==> config.mk <==
export PLATFORM = sky130hd
export DESIGN_NAME = io_port_interval_timer_unit_flat
export DESIGN_NICKNAME = d
export VERILOG_FILES = /design/src/rtl/core/iotmr_pkg.sv /design/src/rtl/core/iotmr_ifs.sv /design/src/rtl/core/iotmr_ports.sv /design/src/rtl/core/iotmr_timer.sv /design/src/rtl/core/io_port_interval_timer_unit.sv /design/src/flat_wrapper.sv
export VERILOG_INCLUDE_DIRS = /design/src /design/src/rtl/core
export SDC_FILE = /design/constraint.sdc
export NUM_CORES = 1
export LEC_CHECK = 0
export BUFFER_PORTS_ARGS = -buffer_cell sky130_fd_sc_hd__buf_2
export CAP_MARGIN = 20
export CORE_ASPECT_RATIO = 0.5
export CORE_MARGIN = 5
export CORE_UTILIZATION = 60
export CTS_CLUSTER_DIAMETER = 50
export DETAILED_ROUTE_END_ITERATION = 12
export GPL_ROUTABILITY_DRIVEN = 0
export PLACE_DENSITY = 0.82
export SKIP_LAST_GASP = 1
export SLEW_MARGIN = 20
export SYNTH_ARGS = -nofsm -noshare
export SYNTH_HDL_FRONTEND = slang
export SYNTH_SLANG_ARGS = --single-unit
export TNS_END_PERCENT = 20
==> constraint.sdc <==
create_clock -name i_clk -period 4.24 [get_ports i_clk]
set_input_delay 0.424 -clock i_clk [delete_from_list [all_inputs] [get_ports i_clk]]
set_output_delay 0.424 -clock i_clk [all_outputs]
set_load 0.005 [all_outputs]
==> src/rtl/core/io_port_interval_timer_unit_defines.svh <==
// Assertion macros used by the interval timer RTL.
`ifndef IO_PORT_INTERVAL_TIMER_UNIT_DEFINES_SVH
`define IO_PORT_INTERVAL_TIMER_UNIT_DEFINES_SVH

// Same-cycle implication, checked on every rising edge outside reset.
`define IOTMR_ASSERT_NOW(label, ante, cons, msg) \
    label: assert property (@(posedge i_clk) disable iff (!i_rst_n) (ante) |-> (cons)) \
        else $error(msg);

// Next-cycle implication, checked on every rising edge outside reset.
`define IOTMR_ASSERT_NEXT(label, ante, cons, msg) \
    label: assert property (@(posedge i_clk) disable iff (!i_rst_n) (ante) |=> (cons)) \
        else $error(msg);

`endif

==> src/rtl/core/iotmr_pkg.sv <==
// Types, constants and helper functions of the I/O port and interval timer.
`default_nettype none

package iotmr_pkg;

    // Request codes carried by each item.
    typedef enum logic [1:0] {
        REQ_READ  = 2'd0,
        REQ_WRITE = 2'd1,
        REQ_TICK  = 2'd2,
        REQ_NONE  = 2'd3
    } t_req;

    // Port register select in the low two address bits.
    typedef enum logic [1:0] {
        PORT_A_DATA = 2'd0,
        PORT_A_DDR  = 2'd1,
        PORT_B_DATA = 2'd2,
        PORT_B_DDR  = 2'd3
    } t_port_reg;

    // Address bit positions.
    localparam int unsigned ADDR_TMR_SEL  = 2;  // 1: timer and edge block
    localparam int unsigned ADDR_FLAG_SEL = 0;  // read: 1 flag register, 0 timer
    localparam int unsigned ADDR_IRQ_EN   = 3;  // timer interrupt enable
    localparam int unsigned ADDR_TMR_LOAD = 4;  // write: 1 timer load, 0 edge control
    localparam int unsigned ADDR_EDGE_EN  = 0;  // edge interrupt enable
    localparam int unsigned ADDR_EDGE_POL = 1;  // edge polarity, 1 rising

    localparam int unsigned PRESCALE_W = 11;
    localparam logic [7:0]  TIMER_RESET = 8'hFF;

    // One decoded item as handed to the register blocks.
    typedef struct packed {
        logic       valid;
        t_req       req;
        logic [4:0] addr;
        logic [7:0] data;
    } t_op;

    // Prescaler period for a select code: 1, 8, 64 or 1024.
    function automatic logic [PRESCALE_W-1:0] prescale_div(input logic [1:0] sel);
        logic [PRESCALE_W-1:0] d;
        case (sel)
            2'd0:    d = 11'd1;
            2'd1:    d = 11'd8;
            2'd2:    d = 11'd64;
            default: d = 11'd1024;
        endcase
        return d;
    endfunction

endpackage

`default_nettype wire

==> src/rtl/core/iotmr_ifs.sv <==
// Handshake interfaces for the request and response channels.
`default_nettype none

interface iotmr_in_if;
    logic       valid;
    logic       ready;
    logic [1:0] req_type;
    logic [4:0] reg_addr;
    logic [7:0] write_data;
    logic [7:0] pa_pins;
    logic [7:0] pb_pins;

    modport source (output valid, req_type, reg_addr, write_data, pa_pins, pb_pins,
                    input ready);
    modport sink   (input valid, req_type, reg_addr, write_data, pa_pins, pb_pins,
                    output ready);
endinterface

interface iotmr_out_if;
    logic       valid;
    logic       ready;
    logic [7:0] read_data;
    logic       irq;
    logic [7:0] port_a_drive;
    logic [7:0] port_b_drive;
    logic       port_b_strobe;

    modport source (output valid, read_data, irq, port_a_drive, port_b_drive,
                    port_b_strobe, input ready);
    modport sink   (input valid, read_data, irq, port_a_drive, port_b_drive,
                    port_b_strobe, output ready);
endinterface

`default_nettype wire

==> src/rtl/core/iotmr_ports.sv <==
// Port A and port B output latches, direction registers and port read mux.
`default_nettype none

module iotmr_ports (
    input  wire logic          i_clk,
    input  wire logic          i_rst_n,
    input  wire iotmr_pkg::t_op i_op,
    input  wire logic [7:0]    i_pa_pins,
    input  wire logic [7:0]    i_pb_pins,
    output logic [7:0]         o_rdata,
    output logic [7:0]         o_pa_drive,
    output logic [7:0]         o_pb_drive,
    output logic               o_pb_strobe
);
    import iotmr_pkg::*;

    logic [7:0] r_pa_latch, n_pa_latch;
    logic [7:0] r_dir_a,    n_dir_a;
    logic [7:0] r_pb_latch, n_pb_latch;
    logic [7:0] r_dir_b,    n_dir_b;
    t_port_reg  sel;
    logic       port_acc;

    assign sel      = t_port_reg'(i_op.addr[1:0]);
    assign port_acc = !i_op.addr[ADDR_TMR_SEL];

    // Register writes and the read mux; pins show where the direction bit is 0.
    always_comb begin
        n_pa_latch  = r_pa_latch;
        n_dir_a     = r_dir_a;
        n_pb_latch  = r_pb_latch;
        n_dir_b     = r_dir_b;
        o_rdata     = 8'd0;
        o_pb_strobe = 1'b0;
        if (port_acc && i_op.req == REQ_WRITE) begin
            case (sel)
                PORT_A_DATA: n_pa_latch = i_op.data;
                PORT_A_DDR:  n_dir_a    = i_op.data;
                PORT_B_DATA: begin
                    n_pb_latch  = i_op.data;
                    o_pb_strobe = 1'b1;
                end
                PORT_B_DDR:  n_dir_b    = i_op.data;
                default: ;
            endcase
        end
        if (port_acc && i_op.req == REQ_READ) begin
            case (sel)
                PORT_A_DATA: o_rdata = (i_pa_pins & ~r_dir_a) | (r_pa_latch & r_dir_a);
                PORT_A_DDR:  o_rdata = r_dir_a;
                PORT_B_DATA: o_rdata = (i_pb_pins & ~r_dir_b) | (r_pb_latch & r_dir_b);
                PORT_B_DDR:  o_rdata = r_dir_b;
                default:     o_rdata = 8'd0;
            endcase
        end
    end

    assign o_pa_drive = n_pa_latch;
    assign o_pb_drive = n_pb_latch;

    // State is updated only when the item is executed.
    always_ff @(posedge i_clk) begin
        if (!i_rst_n) begin
            r_pa_latch <= 8'd0;
            r_dir_a    <= 8'd0;
            r_pb_latch <= 8'd0;
            r_dir_b    <= 8'd0;
        end else if (i_op.valid) begin
            r_pa_latch <= n_pa_latch;
            r_dir_a    <= n_dir_a;
            r_pb_latch <= n_pb_latch;
            r_dir_b    <= n_dir_b;
        end
    end

endmodule

`default_nettype wire

==> src/rtl/core/iotmr_timer.sv <==
// Interval timer with prescaler, port A top-bit edge detector and interrupt logic.
`default_nettype none
`include "io_port_interval_timer_unit_defines.svh"

module iotmr_timer (
    input  wire logic          i_clk,
    input  wire logic          i_rst_n,
    input  wire iotmr_pkg::t_op i_op,
    input  wire logic          i_pa7,
    output logic [7:0]         o_rdata,
    output logic               o_irq
);
    import iotmr_pkg::*;

    logic [7:0]            r_timer_value, n_timer_value;
    logic [1:0]            r_prescale_sel, n_prescale_sel;
    logic [PRESCALE_W-1:0] r_prescale_rem, n_prescale_rem;
    logic                  r_timer_ie,    n_timer_ie;
    logic                  r_timer_flag,  n_timer_flag;
    logic                  r_timer_done,  n_timer_done;
    logic                  r_edge_ie,     n_edge_ie;
    logic                  r_edge_rising, n_edge_rising;
    logic                  r_edge_flag,   n_edge_flag;
    logic                  r_edge_prev,   n_edge_prev;
    logic                  edge_set;
    logic                  tmr_acc;
    logic                  load_op;
    logic                  flag_rd_op;

    assign tmr_acc  = i_op.addr[ADDR_TMR_SEL];
    assign edge_set = (i_pa7 != r_edge_prev) && (i_pa7 == r_edge_rising);

    // Executed timer loads and flag register reads.
    assign load_op    = i_op.valid && i_op.req == REQ_WRITE && tmr_acc
                        && i_op.addr[ADDR_TMR_LOAD];
    assign flag_rd_op = i_op.valid && i_op.req == REQ_READ && tmr_acc
                        && i_op.addr[ADDR_FLAG_SEL];

    // Edge sampling first, then the register access or the tick.
    always_comb begin
        n_timer_value  = r_timer_value;
        n_prescale_sel = r_prescale_sel;
        n_prescale_rem = r_prescale_rem;
        n_timer_ie     = r_timer_ie;
        n_timer_flag   = r_timer_flag;
        n_timer_done   = r_timer_done;
        n_edge_ie      = r_edge_ie;
        n_edge_rising  = r_edge_rising;
        n_edge_prev    = i_pa7;
        n_edge_flag    = r_edge_flag | edge_set;
        o_rdata        = 8'd0;
        case (i_op.req)
            REQ_READ: begin
                if (tmr_acc) begin
                    if (i_op.addr[ADDR_FLAG_SEL]) begin
                        o_rdata     = {r_timer_flag, n_edge_flag, 6'd0};
                        n_edge_flag = 1'b0;
                    end else begin
                        o_rdata      = r_timer_value;
                        n_timer_ie   = i_op.addr[ADDR_IRQ_EN];
                        n_timer_flag = 1'b0;
                    end
                end
            end
            REQ_WRITE: begin
                if (tmr_acc) begin
                    if (i_op.addr[ADDR_TMR_LOAD]) begin
                        n_prescale_sel = i_op.addr[1:0];
                        n_prescale_rem = prescale_div(i_op.addr[1:0]);
                        n_timer_value  = i_op.data;
                        n_timer_ie     = i_op.addr[ADDR_IRQ_EN];
                        n_timer_flag   = 1'b0;
                        n_timer_done   = 1'b0;
                    end else begin
                        n_edge_ie     = i_op.addr[ADDR_EDGE_EN];
                        n_edge_rising = i_op.addr[ADDR_EDGE_POL];
                    end
                end
            end
            REQ_TICK: begin
                // After expiry the timer runs at the undivided rate and wraps.
                if (r_timer_done) begin
                    n_timer_value = r_timer_value - 8'd1;
                end else if (r_prescale_rem > 11'd1) begin
                    n_prescale_rem = r_prescale_rem - 11'd1;
                end else begin
                    n_prescale_rem = prescale_div(r_prescale_sel);
                    if (r_timer_value == 8'd0) begin
                        n_timer_flag  = 1'b1;
                        n_timer_done  = 1'b1;
                        n_timer_value = TIMER_RESET;
                    end else begin
                        n_timer_value = r_timer_value - 8'd1;
                    end
                end
            end
            default: ;
        endcase
        o_irq = (n_timer_flag & n_timer_ie) | (n_edge_flag & n_edge_ie);
    end

    // State is updated only when the item is executed.
    always_ff @(posedge i_clk) begin
        if (!i_rst_n) begin
            r_timer_value  <= TIMER_RESET;
            r_prescale_sel <= 2'd0;
            r_prescale_rem <= 11'd1;
            r_timer_ie     <= 1'b0;
            r_timer_flag   <= 1'b0;
            r_timer_done   <= 1'b0;
            r_edge_ie      <= 1'b0;
            r_edge_rising  <= 1'b0;
            r_edge_flag    <= 1'b0;
            r_edge_prev    <= 1'b0;
        end else if (i_op.valid) begin
            r_timer_value  <= n_timer_value;
            r_prescale_sel <= n_prescale_sel;
            r_prescale_rem <= n_prescale_rem;
            r_timer_ie     <= n_timer_ie;
            r_timer_flag   <= n_timer_flag;
            r_timer_done   <= n_timer_done;
            r_edge_ie      <= n_edge_ie;
            r_edge_rising  <= n_edge_rising;
            r_edge_flag    <= n_edge_flag;
            r_edge_prev    <= n_edge_prev;
        end
    end

    // The timer flag is only ever set together with expiry.
    `IOTMR_ASSERT_NOW(a_flag_implies_done, r_timer_flag, r_timer_done, "timer flag without expiry")
    // The prescaler count never reaches zero.
    `IOTMR_ASSERT_NOW(a_prescale_nonzero, 1'b1, r_prescale_rem != 11'd0, "prescaler count is zero")
    // A timer load restarts the count.
    `IOTMR_ASSERT_NEXT(a_load_restart, load_op, !r_timer_done && !r_timer_flag, "load kept expiry")
    // Reading the flag register clears the edge flag.
    `IOTMR_ASSERT_NEXT(a_flag_rd_clr_edge, flag_rd_op, !r_edge_flag, "flag read kept edge flag")

endmodule

`default_nettype wire

==> src/rtl/core/io_port_interval_timer_unit.sv <==
// Top level of the I/O port and interval timer unit.
// Usage:
//   i_req carries one item per handshake: a register read, a register write
//   or one timer clock tick, together with the current port A and B pin levels.
//   o_rsp returns exactly one item per request: read data (zero for writes and
//   ticks), the interrupt line, both port output latches and the port B write
//   strobe, all as they stand after the request.
//   Each item passes two register stages: the accepting edge loads the input
//   register, and the edge at which the item executes updates the registers
//   and loads the response register. Throughput is one item per cycle while
//   the receiver keeps o_rsp.ready high.
//   When the receiver holds o_rsp.ready low the response register holds its
//   item; the input register still takes one more item only if it is empty,
//   and i_req.ready is then low until the response is taken.
//   Synchronous active-low reset clears both pipeline valids and puts the
//   ports, direction registers, timer (0xFF, divide by one) and flags in
//   their reset state; i_req.ready is low during reset and the block takes
//   items as soon as i_rst_n is high.
`default_nettype none

module io_port_interval_timer_unit (
    input  wire logic   i_clk,
    input  wire logic   i_rst_n,
    iotmr_in_if.sink    i_req,
    iotmr_out_if.source o_rsp
);
    import iotmr_pkg::*;

    logic       r_in_valid;
    logic [1:0] r_in_req;
    logic [4:0] r_in_addr;
    logic [7:0] r_in_data;
    logic [7:0] r_in_pa;
    logic [7:0] r_in_pb;

    logic       r_out_valid;
    logic [7:0] r_out_rdata;
    logic       r_out_irq;
    logic [7:0] r_out_pa;
    logic [7:0] r_out_pb;
    logic       r_out_strobe;

    logic       in_move;
    t_op        op;
    logic [7:0] port_rdata;
    logic [7:0] tmr_rdata;
    logic       tmr_irq;
    logic [7:0] pa_drive;
    logic [7:0] pb_drive;
    logic       pb_strobe;

    // The held item executes whenever the response register can take its result.
    assign in_move     = !r_out_valid || o_rsp.ready;
    assign i_req.ready = i_rst_n && (!r_in_valid || in_move);

    assign op.valid = r_in_valid && in_move;
    assign op.req   = t_req'(r_in_req);
    assign op.addr  = r_in_addr;
    assign op.data  = r_in_data;

    // Input register.
    always_ff @(posedge i_clk) begin
        if (!i_rst_n) begin
            r_in_valid <= 1'b0;
        end else if (i_req.ready) begin
            r_in_valid <= i_req.valid;
        end
    end

    always_ff @(posedge i_clk) begin
        if (i_req.valid && i_req.ready) begin
            r_in_req  <= i_req.req_type;
            r_in_addr <= i_req.reg_addr;
            r_in_data <= i_req.write_data;
            r_in_pa   <= i_req.pa_pins;
            r_in_pb   <= i_req.pb_pins;
        end
    end

    iotmr_ports u_ports (
        .i_clk       (i_clk),
        .i_rst_n     (i_rst_n),
        .i_op        (op),
        .i_pa_pins   (r_in_pa),
        .i_pb_pins   (r_in_pb),
        .o_rdata     (port_rdata),
        .o_pa_drive  (pa_drive),
        .o_pb_drive  (pb_drive),
        .o_pb_strobe (pb_strobe)
    );

    iotmr_timer u_timer (
        .i_clk   (i_clk),
        .i_rst_n (i_rst_n),
        .i_op    (op),
        .i_pa7   (r_in_pa[7]),
        .o_rdata (tmr_rdata),
        .o_irq   (tmr_irq)
    );

    // Response register.
    always_ff @(posedge i_clk) begin
        if (!i_rst_n) begin
            r_out_valid <= 1'b0;
        end else if (in_move) begin
            r_out_valid <= r_in_valid;
        end
    end

    always_ff @(posedge i_clk) begin
        if (op.valid) begin
            r_out_rdata  <= port_rdata | tmr_rdata;
            r_out_irq    <= tmr_irq;
            r_out_pa     <= pa_drive;
            r_out_pb     <= pb_drive;
            r_out_strobe <= pb_strobe;
        end
    end

    assign o_rsp.valid         = r_out_valid;
    assign o_rsp.read_data     = r_out_rdata;
    assign o_rsp.irq           = r_out_irq;
    assign o_rsp.port_a_drive  = r_out_pa;
    assign o_rsp.port_b_drive  = r_out_pb;
    assign o_rsp.port_b_strobe = r_out_strobe;

endmodule

`default_nettype wire

==> src/flat_wrapper.sv <==
// flat-port wrapper written by rule: the top's interface ports become plain ports
module io_port_interval_timer_unit_flat import iotmr_pkg::*;
  (i_clk, i_rst_n, i_req_valid, i_req_req_type, i_req_reg_addr, i_req_write_data, i_req_pa_pins, i_req_pb_pins, i_req_ready, o_rsp_valid, o_rsp_read_data, o_rsp_irq, o_rsp_port_a_drive, o_rsp_port_b_drive, o_rsp_port_b_strobe, o_rsp_ready);
  iotmr_in_if i_req_i ();
  iotmr_out_if o_rsp_i ();
  input  wire logic i_clk;
  input  wire logic i_rst_n;
  input wire logic [$bits(i_req_i.valid)-1:0] i_req_valid;
  input wire logic [$bits(i_req_i.req_type)-1:0] i_req_req_type;
  input wire logic [$bits(i_req_i.reg_addr)-1:0] i_req_reg_addr;
  input wire logic [$bits(i_req_i.write_data)-1:0] i_req_write_data;
  input wire logic [$bits(i_req_i.pa_pins)-1:0] i_req_pa_pins;
  input wire logic [$bits(i_req_i.pb_pins)-1:0] i_req_pb_pins;
  output wire logic [$bits(i_req_i.ready)-1:0] i_req_ready;
  output wire logic [$bits(o_rsp_i.valid)-1:0] o_rsp_valid;
  output wire logic [$bits(o_rsp_i.read_data)-1:0] o_rsp_read_data;
  output wire logic [$bits(o_rsp_i.irq)-1:0] o_rsp_irq;
  output wire logic [$bits(o_rsp_i.port_a_drive)-1:0] o_rsp_port_a_drive;
  output wire logic [$bits(o_rsp_i.port_b_drive)-1:0] o_rsp_port_b_drive;
  output wire logic [$bits(o_rsp_i.port_b_strobe)-1:0] o_rsp_port_b_strobe;
  input wire logic [$bits(o_rsp_i.ready)-1:0] o_rsp_ready;
  assign i_req_i.valid = i_req_valid;
  assign i_req_i.req_type = i_req_req_type;
  assign i_req_i.reg_addr = i_req_reg_addr;
  assign i_req_i.write_data = i_req_write_data;
  assign i_req_i.pa_pins = i_req_pa_pins;
  assign i_req_i.pb_pins = i_req_pb_pins;
  assign i_req_ready = i_req_i.ready;
  assign o_rsp_valid = o_rsp_i.valid;
  assign o_rsp_read_data = o_rsp_i.read_data;
  assign o_rsp_irq = o_rsp_i.irq;
  assign o_rsp_port_a_drive = o_rsp_i.port_a_drive;
  assign o_rsp_port_b_drive = o_rsp_i.port_b_drive;
  assign o_rsp_port_b_strobe = o_rsp_i.port_b_strobe;
  assign o_rsp_i.ready = o_rsp_ready;
  io_port_interval_timer_unit u_core (.i_clk(i_clk), .i_rst_n(i_rst_n), .i_req(i_req_i), .o_rsp(o_rsp_i));
endmodule
==> results.yml, run 1 <==
clocking:
  clkTransAtPathRegs_ns: 0.06
  cts.sinks: 119
  cts_setup_buffers: 0
  cts_resized: 0
  cts_tree: "built"
  htreeDepth: 4
  clock_tree.root_cell: "clkbuf_16"
  cts_hold_buf: 0
  clkLatencyLatePin_ns: 0.42
  cts_buffers: 17
  clock_tree.buffer_depth: 2
critical_path:
  critPathCaptureType: "register"
  cp_max_fo: 17
  crit_type: "register to register"
  r2r_cells: 7
  cp-start-kind: "register"
  arrival_ns: 3.22
  cp_data_required_time_ns: 4.52
power_and_ir_drop:
  fin_total_pwr_w: 0.00285
  p_leak_nw: 2.57
  p_per_area_nw_per_um2: 437
  ir_drop_uv: 334
routing:
  via_count: 4658
  post_drt_wl_per_cell_um: 19.0
  viasPerCell: 6.35
  totalWireLength_um: 13900
  ant_nets: 0
  drtIter0Drc: 467
  drtPass1Iterations: 6
  drc: 0
logic_synthesis:
  synth.area.top_cells: "edfxtp_1 31%, dfxtp_1 22%, mux2_2 4.7%"
  syn_area_um2: 5540
  ys_ff_latch: 119
  ys_warn_count: 0
  ys_types: 62
  synth_edf_count: 57
  yosys.area.top_type: "edfxtp_1"
  syn-num-nets: 588
  ys.flop_type: "dfxtp_1"
  synthCells: 546
  yosysSeqAreaShare: 0.533
  synth_area_per_cell_um2: 10.2
  synth_top_area_frac: 0.309
  async_reset_ff_frac: 0
status:
  status: "finished, final reports clean"
sta:
  worst_hold_slack_ns: 0.181
  period_share: 0.695
  tightest_slew_ns: 1.05
  setup_tns_ns: 0
  hold_viol: 0
  fmax_mhz: 339
  rsz0062_at_grt: "false"
  setup-violations-final: 0
  slew_headroom: 0.296
  finalCriticalPeriod_ns: 2.95
  skew_ns: 0.00878
  maxSlewViolCount: 0
global_route:
  grt-ovfl-total: 0
  grt_max_degree: 49
  grt_first_pass_wirelength_um: 22800
  antenna_found_initial: 0
  grt_pass1_vias: 4381
  grt_usage: 0.253
floorplan:
  die-area_um2: 11400
  boundaryPins: 63
  die_w_um: 146
  initial_core_util: 0.626
  die_h_um: 78.0
  rows: 24
  core_um2: 8860
min_path:
  hold_path.class: "input port to register"
  hold_depth: 1
final_layout:
  nFillCells: 607
  antenna_cells: 0
  postLayoutCoreUtil: 0.736
  final_nets: 645
  multiInputGateArea_um2: 2410
  regArea_um2: 2950
  drive_above_1_share: 0.211
  area_delta_synth_final_pct: 17.7
placement:
  port_buffers: 62
  dp_hpwl_um: 8840
job:
  maxCapViolCount: 0
-- final timing paths --
path / from / slack (ns) / endpoint
max: u_core.r_in_req[1]$_DFFE_PP_ / 1.29 / u_core.u_ports.r_pa_latch[5]$_SDFFE_PN0P_
max reg2reg: u_core.r_in_req[1]$_DFFE_PP_ / 1.29 / u_core.u_ports.r_pa_latch[5]$_SDFFE_PN0P_
min reg2reg: u_core.u_ports.r_pa_latch[6]$_SDFFE_PN0P_ / 0.48 / u_core.u_ports.r_pa_latch[6]$_SDFFE_PN0P_
min: i_req_write_data[1] / 0.18 / u_core.r_in_data[1]$_DFFE_PP_
-- layout make-up --
cell class / count / share of cell area
Clock buffer: 18 / 0.0673
Inverter: 18 / 0.0104
Tap cell: 117 / 0.0224
Timing Repair Buffer: 68 / 0.0545
Clock inverter: 14 / 0.0228
Sequential cell: 119 / 0.453
Multi-Input combinational cell: 379 / 0.370
-- sequential cells by signal, indices dropped and copies added (netlist names), 2 cells and up --
signal,flops
u_core.o_rsp.port_a_drive,8
u_core.o_rsp.port_b_drive,8
u_core.o_rsp.read_data,8
u_core.r_in_addr,5
u_core.r_in_data,8
u_core.r_in_pa,8
u_core.r_in_pb,8
u_core.r_in_req,2
u_core.u_ports.r_dir_a,8
u_core.u_ports.r_dir_b,8
u_core.u_ports.r_pa_latch,8
u_core.u_ports.r_pb_latch,8
u_core.u_timer.r_prescale_rem,11
u_core.u_timer.r_prescale_sel,2
u_core.u_timer.r_timer_value,8
-- metrics by stage --
step | instance area, µm² | setup WS [ns] | std cells
after floorplan | 5540 | 1.95 | 546
after global placement | 5930 | 1.45 | 701
after detailed placement | 5930 | 1.37 | 701
after CTS | 6520 | 1.32 | 733
after global routing | 6520 | 1.08 | 733
final | 6520 | 1.29 | 733
-- where the power goes --
part	leakage [nW]	switching (W)	total, W	internal (W)
clock network	0.281	0.000534	0.00142	0.000882
registers	1.05	0.0000293	0.00127	0.00124
logic	1.24	0.000107	0.000167	0.0000603
-- cells by family after synthesis --
kind of cell	share of synthesized area
compound gates	0.165
simple gates	0.162
fa+ha+maj	0.0158
buf+inv	0.0334
flops	0.533
xor+xnor	0.00474
mux	0.0865
-- synthesized netlist by cell type (5+ instances only) --
master / n
ha_1: 7
a22oi_1: 8
nor2_1: 63
nor3_1: 11
dfxtp_1: 62
clkbuf_1: 23
nand2b_1: 5
a21oi_1: 42
inv_1: 17
nand3_1: 24
a211oi_1: 11
edfxtp_1: 57
mux2_2: 23
nor3b_1: 5
nand2_1: 43
o21ai_0: 23
mux2i_1: 22
a31oi_1: 8
nor2b_1: 7
a221oi_1: 8
-- per-layer routing --
metal,vias to the layer above,share of wire,track usage
li1,2160,-,-
met1,2223,0.45,0.361
met2,247,0.43,0.377
met3,28,0.099,0.0669
met4,0,0.017,0.0852
met5,-,0,0
-- placed cells by master, fill, tap and decap left out, drive strengths merged, types with 4 or more instances in the layout --
cell    synthesis  final
buf             7     68
nor2           63     63
dfxtp          62     62
edfxtp         57     57
nand2          43     43
a21oi          42     42
nand3          24     24
o21ai          24     24
mux2           23     23
mux2i          22     22
inv            17     20
clkbuf         23     18
nor3           12     12
a211oi         11     11
a221oi          8      8
a22oi           8      8
a31oi           8      8
nor2b           7      7
ha              7      7
clkinv          1      7
nor3b           6      6
nand2b          5      5
and2            4      4
and3            4      4
or3             4      4
a41oi           4      4
o211ai          4      4
or4             4      4
-- critical path: stages (launching register included) --
cell and delay, ns:
edfxtp_1 0.42, inv_1 0.11, ha_1 0.35, nor2b_1 0.37, nor3b_2 0.91, nand2_1 0.40
nand2_1 0.17, a21oi_1 0.07
Note: power is estimated with default switching activity, not from simulation.
==> run 2: changes to the inputs <==
CORE_UTILIZATION = 53   (was 60)
PLACE_DENSITY = 0.76   (was 0.82)
clock period = 2.5 ns   (was 4.24 ns; I/O delays follow)
==> run 2 against run 1 <==
  * Clock-buffer cell count up 2
  * Critical path depth fell by 1
  * Non-clock buffer count rose by 38
  * Register-to-register slack lost 1.1 ns
  * Sequential share of layout area fell by 2.6 points
  * Core utilization shrank 5.9 points
  * Combinational power is 94% higher
  * Die area rose by 12%
  * Via count up 1.5%
  * Global-route usage fell by 1.6 points
  * Largest cell class unchanged
  * Highest routed layer unchanged
==> results.yml, run 2 (synthesis gave the netlist of run 1 again) <==
floorplan:
  die-area_um2: 12700
  boundaryPins: 63
  rows: 26
  die_h_um: 82.3
  core_um2: 10200
  die_w_um: 155
  initial_core_util: 0.543
global_route:
  grt_first_pass_wirelength_um: 23200
  grt_pass1_vias: 4482
  antenna_found_initial: 0
  grt_max_degree: 48
  grt-ovfl-total: 0
  grt_usage: 0.236
power_and_ir_drop:
  p_leak_nw: 2.75
  swShare: 0.234
  fin_total_pwr_w: 0.00495
  p_comb_frac: 0.066
  power.share.clock: 0.501
  seq_power_share: 0.433
  p_per_area_nw_per_um2: 716
  power_switching_w: 0.00116
  internal_power_w: 0.00379
  ir_drop_uv: 476
final_layout:
  final_nets: 683
  drive_above_1_share: 0.220
  final_cell_mix: "62 x nor2_1, 62 x buf_2, 62 x dfxtp_1"
  largest_register: "u_core.u_timer.r_prescale_rem"
  nFillCells: 778
  finalInstanceArea_um2: 6920
  area_delta_synth_final_pct: 24.8
  largest_register_ffs: 11
  antenna_cells: 0
sta:
  finalCriticalPeriod_ns: 2.28
  hold_viol: 0
  rsz0062_at_grt: "false"
  setup-violations-final: 0
  period_share: 0.912
  skew_ns: 0.00759
  fmax_mhz: 439
  setup_tns_ns: 0
  tightest_slew_ns: 0.660
  slew_headroom: 0.555
  maxSlewViolCount: 0
critical_path:
  crit_family: "simple AND/OR/NAND/NOR gates"
  crit_type: "register to register"
  crit_chain: "inv_1, ha_1, nor2b_1, nor3b_2, buf_4, mux2_2"
  rr_endpoint: "u_core.o_rsp.port_a_drive[4]$_DFFE_PP_"
  cp-start-kind: "register"
  crit_path_top_delay_cell: "edfxtp_1"
  worst-path-buf-inv: 2
  cp_max_fo: 17
  reg2reg_slack_ns: 0.22
  r2r_cells: 6
  max_stage_delay_ns: 0.43
  cp_data_required_time_ns: 2.66
  r2r_start: "u_core.r_in_req[1]$_DFFE_PP_"
  arrival_ns: 2.44
  critPathCaptureType: "register"
routing:
  ant_nets: 0
  viasPerCell: 5.95
  via_count: 4726
  drc: 0
  drtIter0Drc: 486
  post_drt_wl_per_cell_um: 18.1
  totalWireLength_um: 14400
  drtPass1Iterations: 6
clocking:
  clock_tree.buffer_depth: 2
  htreeDepth: 4
  cts_tree: "built"
  clkLatencyLatePin_ns: 0.42
  clock_tree.root_cell: "clkbuf_16"
  clkTransAtPathRegs_ns: 0.06
  cts.sinks: 119
  cts_buffers: 17
placement:
  dp_hpwl_um: 9310
  dpl_cell_area_um2: 6060
  port_buffers: 62
min_path:
  hold_depth: 1
  hold_path.class: "input port to register"
  min_to: "u_core.r_in_pa[4]$_DFFE_PP_"
  hp-start: "i_req_pa_pins[4]"
status:
  status: "finished, final reports clean"
job:
  maxCapViolCount: 0
[run 2: cell types whose count changed in the layout (fill, tap and decap cells not counted), sizes merged]
cell | previous run | this run
buf | 68 | 81
clkbuf | 18 | 20
clkinv | 7 | 6
clkinvlp | 3 | 2
dlygate4sd3 | 0 | 25
[run 2: power groups by stage]
| stage | registers [W] | logic (W) | clock network, W |
|---|---|---|---|
| after floorplan | 0.00217 | 0.000181 | 0 |
| after global placement | 0.00218 | 0.000281 | 0 |
| after detailed placement | 0.00218 | 0.000288 | 0 |
| after CTS | 0.00214 | 0.000320 | 0.00250 |
| after global routing | 0.00215 | 0.000358 | 0.00260 |
| final | 0.00215 | 0.000324 | 0.00248 |
[run 2: layout make-up]
class | instances | area, µm² | share of cell area
sequential | 119 | 2950 | 0.427
multi-input combinational | 379 | 2410 | 0.349
timing repair buffer | 106 | 703 | 0.102
clock buffer | 20 | 467 | 0.0675
tap | 140 | 175 | 0.0253
clock inverter | 12 | 141 | 0.0204
inverter | 18 | 67.6 | 0.00976
[run 2: per-stage QoR]
stage,utilization,setup WS (ns),instances,hold WS (ns)
2_1_floorplan,-,0.219,546,0.349
3_3_place_gp,0.593,0.358,737,0.427
3_5_place_dp,0.593,0.309,737,0.428
4_1_cts,0.676,0.287,793,0.00199
5_1_grt,0.677,0.0790,794,0.00214
6_report,0.677,0.221,794,0.0197
[run 2: per-layer routing]
metal	global-route usage	part of all wire	vias up
met4	0.0943	0.013	0
met1	0.321	0.45	2280
met3	0.0588	0.082	23
li1	-	-	2226
met2	0.369	0.45	197
met5	0	0	-
[run 2: what timing repair did]
action / in CTS / in global routing
resized for setup: 0 / 0
hold endpoints to repair: 24 / 1
buffers inserted: 0 / 0
hold buffers: 24 / 1
[run 2: how the worst max path moves through the flow]
stage	from	end	slack, ns	cells after the start
finish	u_core.r_in_req[1]$_DFFE_PP_	u_core.o_rsp.port_a_drive[4]$_DFFE_PP_	0.22	6
global route	u_core.r_in_valid$_SDFFE_PN0P_	u_core.u_ports.r_pb_latch[2]$_SDFFE_PN0P_	0.08	6
CTS	u_core.r_in_req[1]$_DFFE_PP_	u_core.o_rsp.port_a_drive[4]$_DFFE_PP_	0.29	6
detailed placement	u_core.u_timer.r_timer_value[0]$_SDFFE_PN1P_	u_core.o_rsp.irq$_DFFE_PP_	0.31	7
global placement	u_core.u_timer.r_timer_value[0]$_SDFFE_PN1P_	u_core.o_rsp.irq$_DFFE_PP_	0.36	7
floorplan	u_core.r_in_valid$_SDFFE_PN0P_	u_core.o_rsp.irq$_DFFE_PP_	0.22	4
==> run 3: changes to the inputs <==
CORE_UTILIZATION = 60   (was 53)
GPL_ROUTABILITY_DRIVEN = not set   (was 0)
PLACE_DENSITY = 0.82   (was 0.76)
clock period = 2.9 ns   (was 2.5 ns; I/O delays follow)
==> run 3 against run 2 <==
  * Hold slack better by 0.025 ns
  * First-iteration DRC count increased by 9.1%
  * Maximum frequency decreased by 3.9%
  * Clock-buffer cell count down 2
==> results.yml, run 3 (synthesis gave the netlist of run 1 again) <==
routing:
  post_drt_wl_per_cell_um: 19.3
  via_count: 4678
  totalWireLength_um: 14300
  drtPass1Iterations: 6
  drtIter0Drc: 530
  viasPerCell: 6.31
  ant_nets: 0
  drc: 0
power_and_ir_drop:
  ir_drop_uv: 468
  p_leak_nw: 2.62
  p_per_area_nw_per_um2: 643
  fin_total_pwr_w: 0.00424
final_layout:
  antenna_cells: 0
  finalInstanceArea_um2: 6600
  final_cell_mix: "62 x nor2_1, 62 x buf_2, 62 x dfxtp_1"
  largest_register_ffs: 11
  largest_register: "u_core.u_timer.r_prescale_rem"
  postLayoutCoreUtil: 0.745
  drive_above_1_share: 0.223
  area_delta_synth_final_pct: 19.1
  final_nets: 653
floorplan:
  rows: 24
  die-area_um2: 11400
  die_h_um: 78.0
  initial_core_util: 0.626
  die_w_um: 146
  boundaryPins: 63
  core_um2: 8860
global_route:
  grt_pass1_vias: 4479
  use_met2: 0.409
  grt-ovfl-total: 0
  grt_first_pass_wirelength_um: 23400
  grt_use_met1: 0.360
  grt_usage: 0.260
  use_met3: 0.0617
  busiest_layer: "met2"
  antenna_found_initial: 0
  grt_max_degree: 48
min_path:
  hold_path.class: "input port to register"
placement:
  place_congestion: 0.888
  pre_cts_slack_ns: 0.641
  dp_hpwl_um: 9170
  port_buffers: 62
  dpl_cell_area_um2: 5990
clocking:
  clkTransAtPathRegs_ns: 0.06
  cts.sinks: 119
  cts_tree: "built"
  clkLatencyLatePin_ns: 0.42
  cts_setup_buffers: 0
  cts_resized: 0
  clock_tree.buffer_depth: 2
  htreeDepth: 4
  cts_hold_buf: 0
  cts_buffers: 17
  clock_tree.root_cell: "clkbuf_16"
sta:
  maxSlewViolCount: 0
  finalCriticalPeriod_ns: 2.37
  fin_ws_ns: 0.527
  setup-violations-final: 0
  setup_tns_ns: 0
  fmax_mhz: 421
  tightest_slew_ns: 0.661
  hold_viol: 0
  skew_ns: 0.00715
  rsz0062_at_grt: "false"
  slew_headroom: 0.555
  period_share: 0.818
critical_path:
  cp_data_required_time_ns: 3.18
  cp_max_fo: 17
  crit_type: "register to register"
  cp-start-kind: "register"
  critPathCaptureType: "register"
  arrival_ns: 2.65
job:
  maxCapViolCount: 0
status:
  status: "finished, final reports clean"
==> run 3: changes by cell type in the layout (fill, tap and decap cells not counted), sizes merged <==
cell         change
buf              -5
clkinv           -2
dlygate4sd3     -25
clkbuf           -2
clkinvlp         +1
inv              +3
==> run 3: area by class of cell <==
type                       count  area [µm²]
sequential                   119        2950
multi-input combinational    379        2410
fill                         596        2260
clock buffer                  18         439
timing repair buffer          76         415
clock inverter                14         166
tap                          117         146
inverter                      18        67.6
==> run 3: through the flow <==
step | hold slack [ns] | std cells
floorplan | 0.389 | 546
global placement | 0.449 | 709
detailed placement | 0.461 | 709
CTS | 0.0362 | 741
global route | 0.0317 | 741
finish | 0.0442 | 741
==> run 3: path summary, 6_finish.rpt <==
path,startpoint,to,slack (ns),depth (start not counted)
max,u_core.r_in_req[1]$_DFFE_PP_,u_core.u_ports.r_pa_latch[6]$_SDFFE_PN0P_,0.53,8
min,i_req_pb_pins[5],u_core.r_in_pb[5]$_DFFE_PP_,0.04,1
max reg2reg,u_core.r_in_req[1]$_DFFE_PP_,u_core.u_ports.r_pa_latch[6]$_SDFFE_PN0P_,0.53,8
min reg2reg,u_core.u_timer.r_edge_rising$_SDFFE_PN0P_,u_core.u_timer.r_edge_rising$_SDFFE_PN0P_,0.47,2
==> run 3: power breakdown <==
| part | switching, W | total [W] | internal (W) |
|---|---|---|---|
| combinational | 0.000156 | 0.000249 | 0.0000926 |
| sequential | 0.0000423 | 0.00185 | 0.00181 |
| clock | 0.000831 | 0.00214 | 0.00131 |
| total | 0.00103 | 0.00424 | 0.00321 |
==> run 3: routing by layer <==
layer  up-vias  wire length [µm]
li1       2168                 -
met1      2249              6420
met2       242              6440
met3        19              1260
met4         0               186
met5         -                 0
==> run 3: worst max-delay path, cell delays in order, from the launching register on <==
cell and delay (ns):
edfxtp_1 0.43, inv_1 0.11, ha_1 0.36, nor2b_1 0.31, nor3b_2 0.22, buf_4 0.27, nand2_1 0.28, nand2_1 0.18
a21oi_1 0.08
